### src/rtl/apct_pkg.sv
`timescale 1ns / 1ps

package apct_pkg;

  localparam int SLOT_COUNT_DEF = 32;
  localparam int TYPE_COUNT_DEF = 16;
  localparam int SLOT_MAX_W     = 8;
  localparam int MAX_PAIRS      = 31;
  localparam int PAIR_CNT_W     = 5;

  localparam int CMD_W    = 2;
  localparam int SLOT_F_W = 5;
  localparam int COORD_W  = 16;
  localparam int SIZE_W   = 12;
  localparam int TYPE_W   = 4;
  localparam int STATUS_W = 2;

  localparam int MASK_W    = 64;
  localparam int REG_COUNT = 4;
  localparam int CFG_IDX_W = 3;

  localparam logic [CMD_W-1:0] CMD_ADD    = 2'd0;
  localparam logic [CMD_W-1:0] CMD_REMOVE = 2'd1;
  localparam logic [CMD_W-1:0] CMD_UPDATE = 2'd2;
  localparam logic [CMD_W-1:0] CMD_SCAN   = 2'd3;

  localparam logic [STATUS_W-1:0] ST_OK    = 2'd0;
  localparam logic [STATUS_W-1:0] ST_FULL  = 2'd1;
  localparam logic [STATUS_W-1:0] ST_EMPTY = 2'd2;

  localparam logic [CFG_IDX_W-1:0] REG_MASK_0_3   = 3'd0;
  localparam logic [CFG_IDX_W-1:0] REG_MASK_4_7   = 3'd1;
  localparam logic [CFG_IDX_W-1:0] REG_MASK_8_11  = 3'd2;
  localparam logic [CFG_IDX_W-1:0] REG_MASK_12_15 = 3'd3;

  typedef struct packed {
    logic [COORD_W-1:0] x;
    logic [COORD_W-1:0] y;
    logic [SIZE_W-1:0]  w;
    logic [SIZE_W-1:0]  h;
  } rect_t;

  typedef struct packed {
    logic [TYPE_W-1:0] obj_type;
    rect_t             rect;
  } entry_t;

  typedef struct packed {
    logic                  we_rect;
    logic                  we_type;
    logic [SLOT_MAX_W-1:0] waddr;
    entry_t                wdata;
    logic                  re;
    logic [SLOT_MAX_W-1:0] raddr;
  } mem_req_t;

  typedef logic [REG_COUNT-1:0][MASK_W-1:0] mask_set_t;

endpackage

### src/rtl/apct_if.sv
`timescale 1ns / 1ps

interface apct_in_if;
  import apct_pkg::*;
  logic                       valid;
  logic                       ready;
  logic [CMD_W-1:0]           cmd;
  logic [SLOT_F_W-1:0]        slot;
  logic signed [COORD_W-1:0]  rect_x;
  logic signed [COORD_W-1:0]  rect_y;
  logic [SIZE_W-1:0]          rect_w;
  logic [SIZE_W-1:0]          rect_h;
  logic [TYPE_W-1:0]          obj_type;

  modport source (output valid, cmd, slot, rect_x, rect_y, rect_w, rect_h, obj_type,
                  input ready);
  modport sink (input valid, cmd, slot, rect_x, rect_y, rect_w, rect_h, obj_type,
                output ready);
endinterface

interface apct_out_if;
  import apct_pkg::*;
  logic                valid;
  logic                ready;
  logic [STATUS_W-1:0] status;
  logic [SLOT_F_W-1:0] slot_a;
  logic [SLOT_F_W-1:0] slot_b;
  logic                hit;
  logic                last;

  modport source (output valid, status, slot_a, slot_b, hit, last, input ready);
  modport sink (input valid, status, slot_a, slot_b, hit, last, output ready);
endinterface

### src/rtl/apct_slot_mem.sv
`timescale 1ns / 1ps

module apct_slot_mem
  import apct_pkg::*;
#(
  parameter int DEPTH = SLOT_COUNT_DEF
) (
  input  logic     clk,
  input  mem_req_t req,
  output entry_t   rd_q
);

  localparam int ADDR_W = $clog2(DEPTH);

  rect_t             rect_mem [DEPTH];
  logic [TYPE_W-1:0] type_mem [DEPTH];
  entry_t            rd_q_r;

  always_ff @(posedge clk) begin
    if (req.we_rect) begin
      rect_mem[req.waddr[ADDR_W-1:0]] <= req.wdata.rect;
    end
    if (req.we_type) begin
      type_mem[req.waddr[ADDR_W-1:0]] <= req.wdata.obj_type;
    end
    if (req.re) begin
      rd_q_r.rect     <= rect_mem[req.raddr[ADDR_W-1:0]];
      rd_q_r.obj_type <= type_mem[req.raddr[ADDR_W-1:0]];
    end
  end

  assign rd_q = rd_q_r;

endmodule

### src/rtl/apct_pair_eval.sv
`timescale 1ns / 1ps

module apct_pair_eval
  import apct_pkg::*;
#(
  parameter int TYPE_COUNT = TYPE_COUNT_DEF
) (
  input  entry_t    base,
  input  entry_t    cand,
  input  mask_set_t mask,
  output logic      hit
);

  localparam int SUM_W = COORD_W + 2;

  logic [TYPE_W-1:0]       r;
  logic [TYPE_W-1:0]       c;
  logic                    types_ok;
  logic                    mask_bit;
  logic [MASK_W-1:0]       row_word;
  logic signed [SUM_W-1:0] ax, ay, aw, ah, bx, by, bw, bh;
  logic                    overlap;

  assign r = base.obj_type;
  assign c = cand.obj_type;
  assign types_ok = ({1'b0, r} < 5'(TYPE_COUNT)) && ({1'b0, c} < 5'(TYPE_COUNT));
  assign row_word = mask[r[3:2]];
  assign mask_bit = types_ok && row_word[{r[1:0], c}];

  assign ax = SUM_W'($signed(base.rect.x));
  assign ay = SUM_W'($signed(base.rect.y));
  assign aw = SUM_W'($signed({1'b0, base.rect.w}));
  assign ah = SUM_W'($signed({1'b0, base.rect.h}));
  assign bx = SUM_W'($signed(cand.rect.x));
  assign by = SUM_W'($signed(cand.rect.y));
  assign bw = SUM_W'($signed({1'b0, cand.rect.w}));
  assign bh = SUM_W'($signed({1'b0, cand.rect.h}));

  assign overlap = (ax < bx + bw) && (ax + aw > bx) &&
                   (ay < by + bh) && (ay + ah > by);

  assign hit = mask_bit && overlap;

endmodule

### src/rtl/aabb_pair_collision_table.sv
`timescale 1ns / 1ps
// Slot table with pairwise rectangle collision scan.
// Input channel (in_*): one request per command: add, remove, update or scan.
// Output channel (out_*): add, remove and update give one result with last set.
// A scan gives one result per colliding higher slot (hit set, last on the final
// one), or a single result with hit clear when there is no pair or the slot is
// free. Configuration (cfg_*): four 64-bit pair-mask rows, written while idle.
// Sequence: remove and update go straight to the response state. Add walks the valid
// bits one per cycle from slot 0 and reports the lowest free slot, or full when
// none is free. A scan of slot s reads the slot memory once per cycle while not
// stalled, base entry first, then slots s + 1 up to SLOT_COUNT - 1, through the
// single read port of the slot memory; a free slot goes straight to the response.
// One request is worked at a time; the next is accepted in the cycle after the
// current one has handed its last result to the output register.
// Reset clears all valid bits, the pair mask and the output valid flag; rectangle
// and type storage is not cleared.
// When the receiver stalls, the output register holds its result and a scan
// pauses once it has a further pair to report.

module aabb_pair_collision_table
  import apct_pkg::*;
#(
  parameter int SLOT_COUNT = SLOT_COUNT_DEF,
  parameter int TYPE_COUNT = TYPE_COUNT_DEF
) (
  input  logic                 clk,
  input  logic                 rst_n,
  apct_in_if.sink              in,
  apct_out_if.source           out,
  input  logic                 cfg_we,
  input  logic [CFG_IDX_W-1:0] cfg_index,
  input  logic [MASK_W-1:0]    cfg_wdata
);

  localparam int SLOT_W = $clog2(SLOT_COUNT);
  localparam logic [SLOT_W-1:0] LAST_IDX = SLOT_W'(SLOT_COUNT - 1);

  typedef enum logic [2:0] {
    S_IDLE, S_FIND, S_RESP, S_BASE, S_SCAN, S_FLUSH
  } state_t;

  state_t                  state_r, state_nxt;
  logic [SLOT_COUNT-1:0]   valid_r, valid_nxt;
  mask_set_t               mask_r, mask_nxt;
  logic                    out_valid_r, out_valid_nxt;
  logic [STATUS_W-1:0]     out_status_r, out_status_nxt;
  logic [SLOT_F_W-1:0]     out_a_r, out_a_nxt;
  logic [SLOT_F_W-1:0]     out_b_r, out_b_nxt;
  logic                    out_hit_r, out_hit_nxt;
  logic                    out_last_r, out_last_nxt;
  logic                    held_v_r, held_v_nxt;
  logic [SLOT_W-1:0]       held_b_r, held_b_nxt;
  logic [SLOT_W-1:0]       k_r, k_nxt;
  logic [SLOT_W-1:0]       ev_k_r, ev_k_nxt;
  logic                    iss_done_r, iss_done_nxt;
  logic [PAIR_CNT_W-1:0]   n_r, n_nxt;
  logic [SLOT_W-1:0]       slot_idx_r, slot_idx_nxt;
  logic [SLOT_F_W-1:0]     slot5_r, slot5_nxt;
  entry_t                  item_r, item_nxt;
  entry_t                  base_r, base_nxt;
  logic [STATUS_W-1:0]     resp_status_r, resp_status_nxt;
  logic [SLOT_F_W-1:0]     resp_a_r, resp_a_nxt;

  mem_req_t                mem_req;
  entry_t                  rd_q;
  logic                    pair_hit;
  logic                    out_free;
  logic                    in_occ;
  logic [SLOT_W-1:0]       in_idx;
  logic                    pair;
  logic                    stall;

  apct_slot_mem #(.DEPTH(SLOT_COUNT)) u_mem (
    .clk  (clk),
    .req  (mem_req),
    .rd_q (rd_q)
  );

  apct_pair_eval #(.TYPE_COUNT(TYPE_COUNT)) u_eval (
    .base (base_r),
    .cand (rd_q),
    .mask (mask_r),
    .hit  (pair_hit)
  );

  assign in.ready   = (state_r == S_IDLE);
  assign out.valid  = out_valid_r;
  assign out.status = out_status_r;
  assign out.slot_a = out_a_r;
  assign out.slot_b = out_b_r;
  assign out.hit    = out_hit_r;
  assign out.last   = out_last_r;

  assign out_free = !out_valid_r || out.ready;
  assign in_idx   = SLOT_W'(in.slot);
  assign in_occ   = ({4'b0, in.slot} < 9'(SLOT_COUNT)) && valid_r[in_idx];
  assign pair     = valid_r[ev_k_r] && pair_hit && (n_r < PAIR_CNT_W'(MAX_PAIRS));
  assign stall    = pair && held_v_r && !out_free;

  always_comb begin
    state_nxt       = state_r;
    valid_nxt       = valid_r;
    mask_nxt        = mask_r;
    out_valid_nxt   = out_valid_r && !out.ready;
    out_status_nxt  = out_status_r;
    out_a_nxt       = out_a_r;
    out_b_nxt       = out_b_r;
    out_hit_nxt     = out_hit_r;
    out_last_nxt    = out_last_r;
    held_v_nxt      = held_v_r;
    held_b_nxt      = held_b_r;
    k_nxt           = k_r;
    ev_k_nxt        = ev_k_r;
    iss_done_nxt    = iss_done_r;
    n_nxt           = n_r;
    slot_idx_nxt    = slot_idx_r;
    slot5_nxt       = slot5_r;
    item_nxt        = item_r;
    base_nxt        = base_r;
    resp_status_nxt = resp_status_r;
    resp_a_nxt      = resp_a_r;
    mem_req         = '0;

    if (cfg_we) begin
      case (cfg_index)
        REG_MASK_0_3:   mask_nxt[0] = cfg_wdata;
        REG_MASK_4_7:   mask_nxt[1] = cfg_wdata;
        REG_MASK_8_11:  mask_nxt[2] = cfg_wdata;
        REG_MASK_12_15: mask_nxt[3] = cfg_wdata;
        default: ;
      endcase
    end

    case (state_r)
      S_IDLE: begin
        if (in.valid) begin
          item_nxt.obj_type = in.obj_type;
          item_nxt.rect.x   = in.rect_x;
          item_nxt.rect.y   = in.rect_y;
          item_nxt.rect.w   = in.rect_w;
          item_nxt.rect.h   = in.rect_h;
          slot_idx_nxt      = in_idx;
          slot5_nxt         = in.slot;
          n_nxt             = '0;
          held_v_nxt        = 1'b0;
          resp_a_nxt        = in.slot;
          resp_status_nxt   = in_occ ? ST_OK : ST_EMPTY;
          case (in.cmd)
            CMD_ADD: begin
              k_nxt     = '0;
              state_nxt = S_FIND;
            end
            CMD_REMOVE: begin
              if (in_occ) begin
                valid_nxt[in_idx] = 1'b0;
              end
              state_nxt = S_RESP;
            end
            CMD_UPDATE: begin
              mem_req.we_rect     = in_occ;
              mem_req.waddr       = SLOT_MAX_W'(in_idx);
              mem_req.wdata.rect  = item_nxt.rect;
              state_nxt = S_RESP;
            end
            CMD_SCAN: begin
              if (in_occ) begin
                mem_req.re    = 1'b1;
                mem_req.raddr = SLOT_MAX_W'(in_idx);
                state_nxt     = S_BASE;
              end else begin
                state_nxt = S_RESP;
              end
            end
            default: ;
          endcase
        end
      end
      S_FIND: begin
        if (!valid_r[k_r]) begin
          valid_nxt[k_r]  = 1'b1;
          mem_req.we_rect = 1'b1;
          mem_req.we_type = 1'b1;
          mem_req.waddr   = SLOT_MAX_W'(k_r);
          mem_req.wdata   = item_r;
          resp_status_nxt = ST_OK;
          resp_a_nxt      = SLOT_F_W'(k_r);
          state_nxt       = S_RESP;
        end else if (k_r == LAST_IDX) begin
          resp_status_nxt = ST_FULL;
          resp_a_nxt      = '0;
          state_nxt       = S_RESP;
        end else begin
          k_nxt = SLOT_W'(k_r + 1'b1);
        end
      end
      S_RESP: begin
        if (out_free) begin
          out_valid_nxt  = 1'b1;
          out_status_nxt = resp_status_r;
          out_a_nxt      = resp_a_r;
          out_b_nxt      = '0;
          out_hit_nxt    = 1'b0;
          out_last_nxt   = 1'b1;
          state_nxt      = S_IDLE;
        end
      end
      S_BASE: begin
        base_nxt = rd_q;
        if (slot_idx_r == LAST_IDX) begin
          state_nxt = S_FLUSH;
        end else begin
          mem_req.re    = 1'b1;
          mem_req.raddr = SLOT_MAX_W'(slot_idx_r + 1'b1);
          ev_k_nxt      = SLOT_W'(slot_idx_r + 1'b1);
          k_nxt         = SLOT_W'(slot_idx_r + 2'd2);
          iss_done_nxt  = (SLOT_W'(slot_idx_r + 1'b1) == LAST_IDX);
          state_nxt     = S_SCAN;
        end
      end
      S_SCAN: begin
        if (!stall) begin
          if (pair) begin
            n_nxt      = PAIR_CNT_W'(n_r + 1'b1);
            held_v_nxt = 1'b1;
            held_b_nxt = ev_k_r;
            if (held_v_r) begin
              out_valid_nxt  = 1'b1;
              out_status_nxt = ST_OK;
              out_a_nxt      = slot5_r;
              out_b_nxt      = SLOT_F_W'(held_b_r);
              out_hit_nxt    = 1'b1;
              out_last_nxt   = 1'b0;
            end
          end
          if (iss_done_r) begin
            state_nxt = S_FLUSH;
          end else begin
            mem_req.re    = 1'b1;
            mem_req.raddr = SLOT_MAX_W'(k_r);
            ev_k_nxt      = k_r;
            k_nxt         = SLOT_W'(k_r + 1'b1);
            iss_done_nxt  = (k_r == LAST_IDX);
          end
        end
      end
      S_FLUSH: begin
        if (out_free) begin
          out_valid_nxt  = 1'b1;
          out_status_nxt = ST_OK;
          out_a_nxt      = slot5_r;
          out_b_nxt      = held_v_r ? SLOT_F_W'(held_b_r) : '0;
          out_hit_nxt    = held_v_r;
          out_last_nxt   = 1'b1;
          held_v_nxt     = 1'b0;
          state_nxt      = S_IDLE;
        end
      end
      default: state_nxt = S_IDLE;
    endcase
  end

  always_ff @(posedge clk) begin
    if (!rst_n) begin
      state_r     <= S_IDLE;
      valid_r     <= '0;
      mask_r      <= '0;
      out_valid_r <= 1'b0;
      held_v_r    <= 1'b0;
    end else begin
      state_r     <= state_nxt;
      valid_r     <= valid_nxt;
      mask_r      <= mask_nxt;
      out_valid_r <= out_valid_nxt;
      held_v_r    <= held_v_nxt;
    end
    out_status_r  <= out_status_nxt;
    out_a_r       <= out_a_nxt;
    out_b_r       <= out_b_nxt;
    out_hit_r     <= out_hit_nxt;
    out_last_r    <= out_last_nxt;
    held_b_r      <= held_b_nxt;
    k_r           <= k_nxt;
    ev_k_r        <= ev_k_nxt;
    iss_done_r    <= iss_done_nxt;
    n_r           <= n_nxt;
    slot_idx_r    <= slot_idx_nxt;
    slot5_r       <= slot5_nxt;
    item_r        <= item_nxt;
    base_r        <= base_nxt;
    resp_status_r <= resp_status_nxt;
    resp_a_r      <= resp_a_nxt;
  end

endmodule

### src/flat_wrapper.sv
// flat-port wrapper written by rule: the top's interface ports become plain ports
module aabb_pair_collision_table_flat import apct_pkg::*;
#(
  parameter int SLOT_COUNT = SLOT_COUNT_DEF,
  parameter int TYPE_COUNT = TYPE_COUNT_DEF
)
  (clk, rst_n, cfg_we, cfg_index, cfg_wdata, in_valid, in_cmd, in_slot, in_rect_x, in_rect_y, in_rect_w, in_rect_h, in_obj_type, in_ready, out_valid, out_status, out_slot_a, out_slot_b, out_hit, out_last, out_ready);
  apct_in_if in_i ();
  apct_out_if out_i ();
  input  logic clk;
  input  logic rst_n;
  input  logic cfg_we;
  input  logic [CFG_IDX_W-1:0] cfg_index;
  input  logic [MASK_W-1:0] cfg_wdata;
  input wire logic [$bits(in_i.valid)-1:0] in_valid;
  input wire logic [$bits(in_i.cmd)-1:0] in_cmd;
  input wire logic [$bits(in_i.slot)-1:0] in_slot;
  input wire logic [$bits(in_i.rect_x)-1:0] in_rect_x;
  input wire logic [$bits(in_i.rect_y)-1:0] in_rect_y;
  input wire logic [$bits(in_i.rect_w)-1:0] in_rect_w;
  input wire logic [$bits(in_i.rect_h)-1:0] in_rect_h;
  input wire logic [$bits(in_i.obj_type)-1:0] in_obj_type;
  output wire logic [$bits(in_i.ready)-1:0] in_ready;
  output wire logic [$bits(out_i.valid)-1:0] out_valid;
  output wire logic [$bits(out_i.status)-1:0] out_status;
  output wire logic [$bits(out_i.slot_a)-1:0] out_slot_a;
  output wire logic [$bits(out_i.slot_b)-1:0] out_slot_b;
  output wire logic [$bits(out_i.hit)-1:0] out_hit;
  output wire logic [$bits(out_i.last)-1:0] out_last;
  input wire logic [$bits(out_i.ready)-1:0] out_ready;
  assign in_i.valid = in_valid;
  assign in_i.cmd = in_cmd;
  assign in_i.slot = in_slot;
  assign in_i.rect_x = in_rect_x;
  assign in_i.rect_y = in_rect_y;
  assign in_i.rect_w = in_rect_w;
  assign in_i.rect_h = in_rect_h;
  assign in_i.obj_type = in_obj_type;
  assign in_ready = in_i.ready;
  assign out_valid = out_i.valid;
  assign out_status = out_i.status;
  assign out_slot_a = out_i.slot_a;
  assign out_slot_b = out_i.slot_b;
  assign out_hit = out_i.hit;
  assign out_last = out_i.last;
  assign out_i.ready = out_ready;
  aabb_pair_collision_table #(.SLOT_COUNT(SLOT_COUNT), .TYPE_COUNT(TYPE_COUNT)) u_core (.clk(clk), .rst_n(rst_n), .in(in_i), .out(out_i), .cfg_we(cfg_we), .cfg_index(cfg_index), .cfg_wdata(cfg_wdata));
endmodule
### config.mk
export PLATFORM = sky130hd
export DESIGN_NAME = aabb_pair_collision_table_flat
export DESIGN_NICKNAME = d
export VERILOG_FILES = /design/src/rtl/apct_pkg.sv /design/src/rtl/apct_if.sv /design/src/rtl/apct_slot_mem.sv /design/src/rtl/apct_pair_eval.sv /design/src/rtl/aabb_pair_collision_table.sv /design/src/flat_wrapper.sv
export SDC_FILE = /design/constraint.sdc
export NUM_CORES = 2
export LEC_CHECK = 0
export BUFFER_PORTS_ARGS = -buffer_cell sky130_fd_sc_hd__buf_2
export CORE_MARGIN = 2
export CORE_UTILIZATION = 30
export CTS_CLUSTER_DIAMETER = 120
export DETAILED_ROUTE_END_ITERATION = 12
export HOLD_SLACK_MARGIN = 0.06
export PLACE_DENSITY = 0.55
export SETUP_SLACK_MARGIN = 0.3
export SYNTH_ARGS = -nofsm -noshare
export SYNTH_HDL_FRONTEND = slang
export SYNTH_SLANG_ARGS = --single-unit
### constraint.sdc
create_clock -name clk -period 7.09 [get_ports clk]
set_input_delay 0.3545 -clock clk [delete_from_list [all_inputs] [get_ports clk]]
set_output_delay 0.3545 -clock clk [all_outputs]
set_load 0.01 [all_outputs]
Word level (Yosys, flattened, before mapping) --
Memory sizes are Yosys's and may differ from the RTL's. A register that Yosys moved wholly into a read port is not among the register bits. Cells that the tools add are included.
Storage, ports and cells: memories kept 2, register bits 460, bits in writable memories 1920, output and inout bits 16, word-level logic and storage cells 251
Memories:
- u_core.u_mem.rect_mem | words 32, bits a word 56, read ports 1, clocked after Yosys merged registers in 1, wr ports 1, RTL line apct_slot_mem.sv:15 | rect_t rect_mem [DEPTH];
- u_core.u_mem.type_mem | words 32, bits a word 4, read ports 1, clocked after Yosys merged registers in 1, wr ports 1, RTL line apct_slot_mem.sv:16 | logic [TYPE_W-1:0] type_mem [DEPTH];
Cells by class: reduce and logical (&&, ||, !) cells 43, bitwise gates (word level) 4, muxes and demuxes 119, $add $sub $neg 9, $lt $le $gt $ge 12, eq/ne operators 31
Operators by type and width (number):
- 5-bit two-way mux | 29
- 64-bit binary-select mux with 2-bit select | 1
- 32-bit two-way mux | 4
- 56-bit one-hot mux with 2 select lines | 1
- 70-bit two-way mux | 1
- 16-bit by 13-bit adder with 17-bit output | 4
- 65-bit two-way mux | 1
- 64-bit two-way mux | 1
- 32-bit one-hot mux with 2 select lines | 1
- 56-bit two-way mux | 1
- 9-bit two-way mux | 5
- 5-bit one-hot mux with 2 select lines | 4
- 17-bit by 16-bit greater-than comparator with 1-bit output | 2
- 16-bit by 17-bit less-than comparator with 1-bit output | 2
- 1-bit two-way mux | 34
- 32-bit bitwise AND | 1
- 32-bit NOT | 1
- 32-bit bitwise OR | 1
- 5-bit one-hot mux with 3 select lines | 2
- 9-bit one-hot mux with 3 select lines | 1
- 2-bit by 1-bit != test with 1-bit output (second input constant) | 10
- 5-bit one-hot mux with 4 select lines | 1
- 5-bit AND reduction | 4
- 5-bit by 6-bit less-than comparator with 1-bit output (second input constant) | 3
- other kinds (42) | 103

Longest topological paths before layout --
word-level depth 12, depth in mapped cells 33

Modules after synthesis --
Synthesis repeated with hierarchy kept, for this count alone.
Second synthesis, totals: cells, all modules 6764, area total of the unflattened synthesis 100510.1 µm²
Modules (own cells, without submodules):
- apct_slot_mem | cells an instance 4239, sequential area each 59457.0 µm², instances 1, area an instance 76628.5 µm²
- aabb_pair_collision_table | cells an instance 1813, sequential area each 10880.4 µm², instances 1, area an instance 17847.1 µm²
- apct_pair_eval | cells an instance 712, sequential area each 0.0 µm², instances 1, area an instance 6034.5 µm²

Worst setup path before layout --
OpenSTA, ideal clock, no wires.
path kind register -> register, start register u_core.state_r[2], end memory u_core.u_mem.rect_mem[15][0] (netlist bit) (enable), arrival 6268 ps, setup time 470 ps, buffers on the path 2, stages on the path, launching flop included 14, setup slack 351 ps, data required time 6620 ps, period minus slack after synthesis 6739 ps, path through dfxtp_1 -> clkbuf_1 -> or3_1 -> inv_1 -> and2_1 -> nand2_1 -> nor2_1 -> clkbuf_1 -> a21oi_1 -> o22ai_1 -> nand2_1 -> nand2_1 -> nand2_1 -> nor2_1
On the way: longest elaborated chain between the ends 4, elaborated cells between the ends (all ways) 6, classes of those cells 1 x eq/ne; 4 x mux; 1 x reduce/logical
Ends and longest elaborated chain:
- start: declaration | RTL line aabb_pair_collision_table.sv:42 | state_t state_r, state_nxt;
- start signal: assignment | RTL line aabb_pair_collision_table.sv:270 | state_r <= state_nxt;
- 3-bit zero test (*)
- net in_ready | RTL line flat_wrapper.sv:23 | output wire logic [$bits(in_i.ready)-1:0] in_ready;
- 1-bit one-hot mux with 2 select lines | RTL line aabb_pair_collision_table.sv:134 | case (state_r)
- 1-bit two-way mux | RTL line apct_slot_mem.sv:20 | if (req.we_rect) begin
- 1-bit two-way mux (not written as such) | RTL line apct_slot_mem.sv:21 | rect_mem[req.waddr[ADDR_W-1:0]] <= req.wdata.rect;
- end: declaration | RTL line apct_slot_mem.sv:15
The timed path passes the listed nets; every way through them passes the cells marked *.

Final worst setup path --
start register, netlist name u_core.u_mem.rd_q[42], end register, netlist name u_core.u_mem.rd_q[59]
On the way: longest elaborated chain between the ends 12, elaborated cells between the ends (all ways) 13, classes of those cells 1 x add/sub; 2 x order compare; 2 x mux; 8 x reduce/logical
Ends and longest elaborated chain:
- 16-bit by 13-bit adder with 17-bit output | RTL line apct_pair_eval.sv:39 | assign overlap = (ax < bx + bw) && (ax + aw > bx) &&
- 16-bit by 17-bit less-than comparator with 1-bit output | RTL line apct_pair_eval.sv:39
- 1-bit logical AND (*) (2 in a row) | RTL line apct_pair_eval.sv:39
- 1-bit logical AND (*) | RTL line apct_pair_eval.sv:40 | (ay < by + bh) && (ay + ah > by);
- 1-bit logical AND (*) | RTL line apct_pair_eval.sv:42 | assign hit = mask_bit && overlap;
- 1-bit logical AND (*) (2 in a row) | RTL line aabb_pair_collision_table.sv:97 | assign pair = valid_r[ev_k_r] && pair_hit && (n_r < PAIR_CNT_W'(MAX_PAIRS));
- 1-bit logical AND (*) (2 in a row) | RTL line aabb_pair_collision_table.sv:98 | assign stall = pair && held_v_r && !out_free;
- 9-bit two-way mux (*) | RTL line aabb_pair_collision_table.sv:221 | if (!stall) begin
- 9-bit one-hot mux with 3 select lines (*) | RTL line aabb_pair_collision_table.sv:134
Every way passes the cells marked *; elsewhere a longest branch is shown, timed or not. A chain may end at the register's enable or synchronous reset.

==> qor.yml <==
outcome: "completed"
reg2reg_depth: 36
fin_crit_sh_pct: 94.31
drive_gt1_share_pct: 19.79
slowest_delay_ns: 0.57
antenna_left: 0
synthArstFlopShare_pct: 0
ys_ff_latch: 2440
cp_slowest_cell: "edfxtp_1"
cp_data_arrival_time_ns: 7.36
drv_slew: 0
swShare_pct: 23.92
p_leak_uw: 0.04357
grt_pass1_vias: 71110
setup_viol: 0
r2r_slack_ns: 0.40
holdCritStartpoint: "in_slot[0]"
grt_start_max_net_pins: 181
crit_required_ns: 7.76
min_path_cells: 1
globalplace.congestion: 0.8617
hold_class: "in2reg"
most-common-layout-cells: "2147 x edfxtp_1, 1307 x nand2_1, 463 x buf_4"
ir_worst_vdd_v: 0.0001767
first_pass_iters: 6
synth_area_leaders: "edfxtp_1 62%, dfxtp_1 5.7%, nand2_1 4.7%"
drcViolationCount: 0
std_cell_rows: 215
internal_power_uw: 24360
syn_area_mm2: 0.1037
ios: 155
syn_area_per_cell_um2: 13.36
io_buffers: 154
cts_root_buffer: "clkbuf_16"
ys.warnings.count: 0
tns_ns: 0
placed_cell_area_mm2: 0.1144
setup_ws_ns: 0.4032
fillCellCount: 32180
first_iter_violations: 9890
initial_core_util_pct: 30.18
syn_nets: 8028
fp.dieH_um: 591.9
critPathLaunchType: "register"
path_common_cell: "buf_4"
grt_pass1_wl_um: 515900
die_x_um: 591.9
grt.overflow.total: 0
vias: 74560
core-area_mm2: 0.3435
timing.rr.end: "u_core.u_mem.rd_q[59]"
cts_buffers: 271
synth_ff_type: "edfxtp_1"
area_growth_pct: 23.51
die_area_mm2: 0.3503
critPathKind: "reg2reg"
synth_top_cell_by_area: "edfxtp_1"
synth.yosys.seq_area_share_pct: 67.84
slew_headroom_pct: 5.582
utilization_pct: 37.27
fin_area_mm2: 0.1280
tightest_slew_ns: 1.416
grt.total_usage_pct: 20.04
power_density_mw_per_mm2: 250.0
cts_tree: "built"
final_common_cell: "edfxtp_1"
hold_path_end: "u_core.slot_idx_r[0]"
fmax_mhz: 149.5
clock_power_share_pct: 41.7
r2r-start: "u_core.u_mem.rd_q[42]"
skew_ns: 0.1132
end_kind: "register"
netlist-cell-type-count: 74
clockBufferDepth: 4
path_clk_slew_ns: 0.06
grt_antenna_before_repair: 22
synth_top_area_share_pct: 62.19
post-place-ws_ns: -0.7245
comb_power_share_pct: 8.2
hold_viol: 0
p_seq_share_pct: 50.1
rsz0062_at_grt: "yes"
clk_latency_ns: 0.90
syn_inst: 7761
finalPower_uw: 32010
switching_power_uw: 7657
routed_via_density: 5.645
cts.sinks: 2440
cts_max_level: 5
fin_crit_ns: 6.687
post-dp-hpwl_um: 208400
drt-wirelength-per-cell_um: 28.35
synth_edf_count: 2147
cap_violations: 0
drt-total-wl_um: 374400
crit_fanout: 5
fin_nets: 8690
stage by stage:
step / hold slack, ns / std cells
6_report: 0.1471 / 13210
5_1_grt: 0.1389 / 13200
4_1_cts: 0.09934 / 13090
3_5_place_dp: 0.4464 / 12430
3_3_place_gp: 0.4381 / 12430
2_1_floorplan: 0.4206 / 7761
flip-flops by register name (all words and copies together) (netlist names), 3 cells and up:
signal                 flops
u_core.mask_r            256
u_core.state_r             3
u_core.resp_a_r            5
u_core.u_mem.rd_q         60
u_core.out.slot_b          5
u_core.ev_k_r              5
u_core.held_b_r            5
u_core.valid_r            32
u_core.item_r             60
u_core.base_r             60
u_core.slot_idx_r          5
u_core.u_mem.rect_mem   1792
u_core.out.slot_a          5
u_core.k_r                 5
u_core.u_mem.type_mem    128
u_core.n_r                 5
power by group through the flow:
stage / registers, µW / logic [µW] / clock network, µW
3_3_place_gp: 16300 / 2220 / 0
5_1_grt: 16000 / 2780 / 14100
3_5_place_dp: 16300 / 2260 / 0
4_1_cts: 16000 / 2400 / 13500
2_1_floorplan: 16300 / 1250 / 0
6_report: 16000 / 2620 / 13400
critical path: cells and delay by family (launching register included):
family,cells,cell delay (ns)
AOI/OAI and AO/OA,13,2.28
and+or+nand+nor,2,0.34
xor gates and xnor gates,1,0.12
muxes,1,0.18
DFF,1,0.57
buffers and inverters,17,2.39
adders and majority gates,2,0.60
cells in the mapped netlist, drive strengths merged (10+ instances only):
cell type and number:
xor2 11, xnor2 38, nand4 17, ha 124, edfxtp 2147, nor3 65, o2111ai 10, a311oi 107
nand2b 20, a22o 61, nor2 186, and3 57, a32oi 21, o22ai 27, mux4 65, o311ai 21
buf 189, o311a 295, nand2 1310, inv 107, a31oi 97, a21o 28, and2 27, o31ai 61
nor2b 26, o21ai 92, mux2i 307, o32ai 48, a2111oi 69, clkbuf 437, a211oi 395, a21oi 469
a221oi 27, nand3 181, o21bai 18, mux2 16, dfxtp 293, a21boi 50, a22oi 163
logic make-up (layout without fill, tap and decap cells):
logic type      Yosys count  count (layout)  synth area share (%)
simple gates           1931            1931                 7.782
other cells               0              16                     0
buf+inv                 733            1605                 2.935
mux                     388             388                 4.550
compound gates         2092            2093                 14.90
flops                  2440            2440                 67.84
xor+xnor                 49              49                0.4139
fa+ha+maj               128             128                 1.574
layout make-up:
cell class | count | area, µm² | share of cell area (%)
well taps | 4557 | 5702 | 4.453
diodes | 16 | 40.04 | 0.03127
multi-input cells | 4589 | 32470 | 25.36
clock inverters | 135 | 939.7 | 0.7338
inverters | 107 | 417.9 | 0.3264
clock buffers | 349 | 7295 | 5.697
repair buffers | 1014 | 10840 | 8.468
flip-flops and latches | 2440 | 70340 | 54.93
per-layer routing:
layer | part of all wire [%] | up-vias | global-route usage [%] | routed length [µm]
li1 | - | 31730 | - | -
met1 | 42 | 37980 | 28.09 | 157200
met2 | 44 | 4075 | 31.04 | 166300
met3 | 9.6 | 760 | 3.609 | 36120
met4 | 3.9 | 10 | 7.131 | 14700
met5 | 0.016 | - | 0 | 61
worst max-delay path by stage:
stage	from	endpoint
after floorplan	u_core.state_r[2]	u_core.u_mem.rect_mem[15][0]
after global placement	u_core.u_mem.rd_q[12]	u_core.u_mem.rd_q[25]
after detailed placement	u_core.u_mem.rd_q[12]	u_core.u_mem.rd_q[25]
after CTS	u_core.u_mem.rd_q[41]	u_core.u_mem.rd_q[59]
after global routing	u_core.u_mem.rd_q[12]	u_core.u_mem.rd_q[59]
final	u_core.u_mem.rd_q[42]	u_core.u_mem.rd_q[59]
what timing repair did:
action	in CTS	in global routing
cloned	7	29
gates resized for setup	82	398
setup buffers	38	73
endpoints found under the hold margin	337	0
hold buffers	134	0
pin swaps	22	112
setup endpoints to repair	145	61
No activity file was read; power rests on OpenSTA's default activity.
